**config.mk**
```make
export PLATFORM = sky130hd
export DESIGN_NAME = crc8_byte_stuffing_framer_top
export DESIGN_NICKNAME = d
export VERILOG_FILES = /design/src/crcbsf_pkg.sv /design/src/crc8_byte_stuffing_framer_top.sv
export SDC_FILE = /design/constraint.sdc
export NUM_CORES = 1
export LEC_CHECK = 0
export BUFFER_PORTS_ARGS = -buffer_cell sky130_fd_sc_hd__buf_2
export CORE_MARGIN = 3
export CORE_UTILIZATION = 35
export DETAILED_ROUTE_END_ITERATION = 6
export PLACE_DENSITY = 0.51
export SYNTH_ARGS = -nofsm -noshare
export SYNTH_HDL_FRONTEND = slang
export SYNTH_SLANG_ARGS = --single-unit
```
**constraint.sdc**
```tcl
create_clock -name clk -period 6.2 [get_ports clk]
set_input_delay 0.62 -clock clk [delete_from_list [all_inputs] [get_ports clk]]
set_output_delay 0.62 -clock clk [all_outputs]
set_load 0.005 [all_outputs]
```
**src/crcbsf_pkg.sv**
```systemverilog
`timescale 1ns / 1ps
// ----------------------------------------------------------------------------
// crcbsf_pkg: shared constants and functions for the CRC-8 byte stuffing framer
// Line codes, CRC-8 parameters and the per-byte CRC update.
// ----------------------------------------------------------------------------
package crcbsf_pkg;

  localparam logic [7:0] FLAG_BYTE   = 8'h7E;
  localparam logic [7:0] ESCAPE_BYTE = 8'h7D;
  localparam logic [7:0] ESCAPE_XOR  = 8'h20;
  localparam logic [7:0] CRC_POLY    = 8'h07;
  localparam logic [7:0] CRC_XOROUT  = 8'h55;

  // Longest line sequence caused by one input item.
  localparam int unsigned MaxSeq = 6;
  localparam int unsigned SeqW   = $clog2(MaxSeq + 1);

  typedef struct packed {
    logic       done;
    logic [7:0] data;
  } line_entry_t;

  function automatic logic [7:0] crc8_update(input logic [7:0] crc, input logic [7:0] b);
    logic [7:0] c;
    c = crc ^ b;
    for (int i = 0; i < 8; i++) begin
      c = c[7] ? ({c[6:0], 1'b0} ^ CRC_POLY) : {c[6:0], 1'b0};
    end
    return c;
  endfunction

  function automatic logic needs_escape(input logic [7:0] b);
    return (b == FLAG_BYTE) || (b == ESCAPE_BYTE);
  endfunction

endpackage

```
**src/crc8_byte_stuffing_framer_top.sv**
```systemverilog
`timescale 1ns / 1ps
// ----------------------------------------------------------------------------
// crc8_byte_stuffing_framer_top: HDLC-style framer with CRC-8 trailer
// Wraps payload bytes in flags, escapes 0x7E/0x7D and appends a stuffed CRC.
// ----------------------------------------------------------------------------
// Usage:
//   Input channel (in_valid / in_stall): one raw payload byte per item, with
//   in_end_of_payload set on the final byte of a frame. The first byte after
//   reset or after a closed frame opens a new frame.
//   Output channel (out_valid / out_stall): one line byte per item; opening
//   flag, data or escape pairs, stuffed CRC-8 (poly 0x07, init 0, xorout
//   0x55), and the closing flag, which carries out_frame_done.
//   Path: an accepted item is held in the input register, then loaded into
//   the sequence register, from which its line bytes are sent.
//   Throughput: one line byte per cycle while out_stall is low; an input
//   item causes 1 to 6 line bytes. The next item waits in the input
//   register and is loaded in the cycle the last byte of the current
//   sequence is taken.
//   Reset: clears both registers' valid state, the frame state and the CRC.
//   Stall: while out_stall is high the current byte holds; once the input
//   register is also full, in_stall rises.
// ----------------------------------------------------------------------------
module crc8_byte_stuffing_framer_top
  import crcbsf_pkg::*;
(
  input  logic       clk,
  input  logic       rst_n,
  input  logic       in_valid,
  output logic       in_stall,
  input  logic [7:0] in_data_byte,
  input  logic       in_end_of_payload,
  output logic       out_valid,
  input  logic       out_stall,
  output logic [7:0] out_line_byte,
  output logic       out_frame_done
);

  logic              in_vld_r;
  logic [7:0]        in_byte_r;
  logic              in_last_r;
  logic              inside_r, inside_nxt;
  logic [7:0]        crc_r, crc_nxt;
  logic [SeqW-1:0]   cnt_r, cnt_nxt;
  logic [SeqW-1:0]   idx_r, idx_nxt;
  line_entry_t       seq_r [MaxSeq];
  line_entry_t       seq_nxt [MaxSeq];
  logic [SeqW-1:0]   seq_cnt;
  logic [7:0]        crc_upd;
  logic [7:0]        crc_fin;
  logic              out_take;
  logic              last_going;
  logic              load;

  assign out_valid      = (cnt_r != '0);
  assign out_line_byte  = seq_r[idx_r].data;
  assign out_frame_done = seq_r[idx_r].done;

  assign out_take   = out_valid && !out_stall;
  assign last_going = out_take && (idx_r == cnt_r - SeqW'(1));
  assign load       = in_vld_r && (!out_valid || last_going);
  assign in_stall   = in_vld_r && !load;

  assign crc_upd = crc8_update(inside_r ? crc_r : 8'h00, in_byte_r);
  assign crc_fin = crc_upd ^ CRC_XOROUT;

  always_comb begin
    logic [SeqW-1:0] n;
    n = '0;
    for (int i = 0; i < MaxSeq; i++) begin
      seq_nxt[i] = '{done: 1'b0, data: FLAG_BYTE};
    end
    if (!inside_r) begin
      seq_nxt[n] = '{done: 1'b0, data: FLAG_BYTE};
      n = n + SeqW'(1);
    end
    if (needs_escape(in_byte_r)) begin
      seq_nxt[n] = '{done: 1'b0, data: ESCAPE_BYTE};
      n = n + SeqW'(1);
      seq_nxt[n] = '{done: 1'b0, data: in_byte_r ^ ESCAPE_XOR};
    end else begin
      seq_nxt[n] = '{done: 1'b0, data: in_byte_r};
    end
    n = n + SeqW'(1);
    if (in_last_r) begin
      if (needs_escape(crc_fin)) begin
        seq_nxt[n] = '{done: 1'b0, data: ESCAPE_BYTE};
        n = n + SeqW'(1);
        seq_nxt[n] = '{done: 1'b0, data: crc_fin ^ ESCAPE_XOR};
      end else begin
        seq_nxt[n] = '{done: 1'b0, data: crc_fin};
      end
      n = n + SeqW'(1);
      seq_nxt[n] = '{done: 1'b1, data: FLAG_BYTE};
      n = n + SeqW'(1);
    end
    seq_cnt = n;
  end

  always_comb begin
    inside_nxt = inside_r;
    crc_nxt    = crc_r;
    cnt_nxt    = cnt_r;
    idx_nxt    = idx_r;
    if (out_take) begin
      if (last_going) begin
        cnt_nxt = '0;
        idx_nxt = '0;
      end else begin
        idx_nxt = idx_r + SeqW'(1);
      end
    end
    if (load) begin
      cnt_nxt    = seq_cnt;
      idx_nxt    = '0;
      inside_nxt = !in_last_r;
      crc_nxt    = in_last_r ? 8'h00 : crc_upd;
    end
  end

  always_ff @(posedge clk) begin
    if (!rst_n) begin
      in_vld_r <= 1'b0;
      inside_r <= 1'b0;
      crc_r    <= 8'h00;
      cnt_r    <= '0;
      idx_r    <= '0;
    end else begin
      inside_r <= inside_nxt;
      crc_r    <= crc_nxt;
      cnt_r    <= cnt_nxt;
      idx_r    <= idx_nxt;
      if (in_valid && !in_stall) begin
        in_vld_r <= 1'b1;
      end else if (load) begin
        in_vld_r <= 1'b0;
      end
    end
  end

  always_ff @(posedge clk) begin
    if (in_valid && !in_stall) begin
      in_byte_r <= in_data_byte;
      in_last_r <= in_end_of_payload;
    end
    if (load) begin
      seq_r <= seq_nxt;
    end
  end

endmodule

```
# After elaboration in Yosys (flattened, before gate mapping)
# Index checks and enable logic that the tools add are counted.
[classes]
mux = 41
n_reduce_logical = 24
order_cmp = 11
n_eq_ne = 5
addsub = 7
bitwise = 28
[ops]
columns = ["op", "count"]
rows = [
  ["$mux 54", 4],
  ["$bwmux 54", 3],
  ["$demux 9 s3", 5],
  ["$or 36x36->36", 2],
  ["$mux 9", 7],
  ["$mux 3", 16],
  ["$or 42x42->42", 1],
  ["$not 36->36", 1],
  ["$eq 8x7->1 const B", 4],
  ["$bmux 9 s3", 1],
  ["$ge 4x4->1 const B", 6],
  ["$not 3->3", 8],
  ["$not 3->4", 6],
  ["$lt 4x1->1 const B", 5],
  ["$add 3x1->3 const B", 6],
  ["$and 17x18->18", 1],
  ["$and 18x18->18", 1],
  ["$not 18->18", 1],
  ["$mux 8", 2],
  ["$and 12x12->12", 1],
  ["$not 12->12", 1],
  ["$logic_and 1x1->1", 10],
  ["$xor 8x8->8", 1],
  ["$reduce_bool 2->1", 3],
  ["other kinds (10)", 20],
]
[word_totals]
wordCells = 135
ff_bits = 79
output_inout_bits = 11
in_bits = 13

# Logic depth before layout (Yosys ltp)
[logic_depth]
ltp_word = 32
mapped_depth = 20
mapped_depth_nobuf = 18

# Worst setup path after synthesis
# Ideal clock, no wire load.
[synth_path]
path_type = "reg2reg"
startpoint = "reg inside_r"
endpoint = "reg seq_r[30] in the netlist's numbering, data pin"
arrival_time_ps = 3622
setup_slack_ps = 2310
t_required_ps = 5932
path_stages_with_launch = 18
path_buffers = 3
setup_ps = 268
synth_period_minus_slack_ps = 3890
cell_sequence = "dfxtp_1 clkbuf_1 clkbuf_1 nand3_1 nand2_1 inv_1 ha_1 and3_1 o2111a_1 a211oi_1 a211oi_2 buf_4 inv_2 fa_1 a21boi_1 nand2_1 nor2_1 nand2_1"
[synth_rtl]
columns = ["item", "line_no", "source"]
rows = [
  ["start, declared", "crc8_byte_stuffing_framer_top.sv:41", "logic inside_r, inside_nxt;"],
  ["start signal, assigned", "crc8_byte_stuffing_framer_top.sv:128", "inside_r <= inside_nxt;"],
  ["end signal, assigned", "crc8_byte_stuffing_framer_top.sv:146", "seq_r <= seq_nxt;"],
  ["end, declared", "crc8_byte_stuffing_framer_top.sv:45", "line_entry_t seq_r [MaxSeq];"],
]

==> results.toml <==
[sta]
hold_violations = 0
maxSlewHeadroom = 0.423
setup_tns_ns = 0
setup_violations = 0
max_freq_mhz = 204
min_period_over_period = 0.790
worst_pin_slew_ns = 0.857
rsz0062_at_grt = "no"
period_minus_slack_ns = 4.90
fin_skew_ns = 0.00359
drv_slew = 0

[synthesis]
async_flop_share = 0
synth.avg_cell_area_sq_um = 10.5
yosys.area_share.simple = 0.160
syn-instance-count = 437
synth_seq_cells = 79
syn_area_sq_um = 4590
muxShareOfSynthArea = 0.0827
synth-edff-count = 63
synth_compound_area_frac = 0.135
synth_top_family_by_area = "simple AND/OR/NAND/NOR gates"
synth_cell_types = 65
synth_ff_type = "edfxtp_1"
yosys_warnings = 0
yosysSeqAreaShare = 0.482
synth_adder_area_share = 0.0262
synth-xor-area-share = 0.0677

[layout]
multi_input_area_sq_um = 2190
layout.cells.non_filler = 630
syn_to_final_growth_pct = 12.2
regArea_sq_um = 2210
final_cell_mix = "edfxtp_1 (63), nand2_1 (50), o21ai_0 (24), buf_2 (23), inv_1 (21)"
utilization = 0.404
drive_above_1_share = 0.127
antenna_cells = 0
final_area_sq_um = 5140
final_common_cell = "edfxtp_1"
fill_cells = 1277
nets = 476

[clock_tree]
cts_setup_buffers = 0
holdBufCountCts = 0
htreeDepth = 3
cts.clk_slew.worst_paths_ns = 0.06
postCtsResizedCells = 0
clockRootBuffer = "clkbuf_16"
clockBufferDepth = 2
cts_buffers = 9
clk_latency_ns = 0.34
cts.sinks = 79
tritoncts = "done"

[global_route]
grt_pass1_wl_mm = 17.8
grt_busiest_layer = "met2"
grt_pass1_vias = 3206
grt_max_degree = 56
met1_usage = 0.228
grt.overflow.total = 0
grt.total_usage = 0.160
antenna_found_initial = 0
use_met2 = 0.239
grt.met3_usage = 0.0412

[status]
status = "completed"

[route]
wl_mm = 11.0
firstDrtPassIters = 7
drt_iter0_markers = 217
wl_per_cell_um = 17.5
drtAntennaViolNets = 0
route.detailed.drc = 0
dr_total_vias = 3359
vias_per_cell = 5.33

[floorplan]
core-area_sq_um = 12700
die_y_um = 120
die_area_sq_um = 14500
die_x_um = 120
io_pins = 24
row_count = 41
start_util = 0.360

[worst_setup_path]
critPathSlowestCell = "fa_1"
cp_cell_sequence = "xnor3_1 > a21o_1 > nand2_1 > inv_1 > ha_1 > and3_1 > o2111a_1 > a211oi_1 > a211oi_2 > buf_4 > inv_2 > fa_1 > a21boi_1 > nand2_1 > nor2_1 > nand2_1"
cp.arrival_ns = 4.96
startpoint_type = "register"
cp_top_family = "compound AO/OA/AOI/OAI gates"
slowest_delay_ns = 0.56
critPathMaxFanout = 20
critPathBufInv = 3
cp.required_ns = 6.26
critical_path_class = "reg2reg"
cp_common_cell = "nand2_1"
cp-end-kind = "register"

[placed_design]
gp_congestion = 0.912
place.port_buffers = 23
dp.cells = 615
hpwlAfterDp_mm = 8.03
place_area_sq_um = 4860

[power]
powerDensity_nw_per_um2 = 264
ir_drop_mv = 0.147
leakagePower_nw = 1.81
power.total_w = 0.00136

[run]
maxCapViolCount = 0

[hold_path]
worstHoldPathType = "in2reg"
[sequential cells by signal, summed over array words and instances (netlist names)]
| name | cells |
|---|---|
| crc_r | 8 |
| in_vld_r | 1 |
| idx_r | 3 |
| in_last_r | 1 |
| inside_r | 1 |
| in_byte_r | 8 |
| cnt_r | 3 |
| seq_r | 54 |
[stage by stage]
stage / setup slack (ns) / hold slack [ns]
floorplan: 2.31 / 0.444
detailed placement: 1.36 / 0.489
global placement: 1.54 / 0.458
CTS: 1.35 / 0.447
global route: 0.985 / 0.444
finish: 1.30 / 0.458
[cell usage after synthesis, types with 4 or more instances]
cell type | number | area [sq um]
nand4_1 | 4 | 25.0
inv_1 | 22 | 82.6
and3_1 | 13 | 81.3
o21ai_0 | 24 | 120
a31oi_1 | 6 | 37.5
ha_1 | 8 | 100
mux2i_1 | 15 | 150
nand2_1 | 50 | 188
nor2_1 | 17 | 63.8
a22o_1 | 4 | 35.0
a21o_1 | 5 | 37.5
xor2_1 | 13 | 114
o22ai_1 | 11 | 68.8
a21oi_1 | 18 | 90.1
edfxtp_1 | 63 | 1890
buf_2 | 5 | 25.0
xnor2_1 | 12 | 105
clkbuf_1 | 19 | 71.3
and2_1 | 10 | 62.6
nor2b_1 | 5 | 31.3
dfxtp_1 | 16 | 320
mux4_2 | 9 | 203
nor3_1 | 15 | 75.1
nand3_1 | 15 | 75.1
[path summary, 6_finish.rpt]
kind / from / endpoint / slack, ns / cells after the start
min reg2reg: crc_r[0] / crc_r[0] / 0.49 / 2
max reg2reg: in_byte_r[7] / seq_r[30] / 1.30 / 16
min: in_data_byte[3] / in_byte_r[3] / 0.46 / 1
max: in_byte_r[7] / seq_r[30] / 1.30 / 16
[cells by family after synthesis]
kind of cell | count (synthesis)
buffers and inverters | 52
adder cells (fa/ha/maj) | 9
other | 2
multiplexers | 26
AO/OA/AOI/OAI | 95
XOR/XNOR | 29
AND/OR/NAND/NOR | 145
flip-flops | 79
[metal layers]
layer / wire [um] / vias up
met5: 0 / -
met4: 195 / 0
met3: 719 / 15
met2: 4980 / 118
met1: 5140 / 1597
li1: - / 1629
[layout make-up]
| type | instances | share of cell area |
|---|---|---|
| flip-flops and latches | 79 | 0.430 |
| multi-input cells | 311 | 0.425 |
| clock buffers | 10 | 0.0445 |
| well taps | 172 | 0.0418 |
| repair buffers | 29 | 0.0311 |
| inverters | 24 | 0.0175 |
| clock inverters | 5 | 0.00973 |
[report_power, final]
part | total (W) | internal (W) | switching, W | leakage [nW]
Combinational | 0.000236 | 0.0000855 | 0.000150 | 1.02
Sequential | 0.000626 | 0.000607 | 0.0000183 | 0.660
Clock | 0.000499 | 0.000306 | 0.000193 | 0.133
Note: power is estimated with default switching activity, not from simulation.
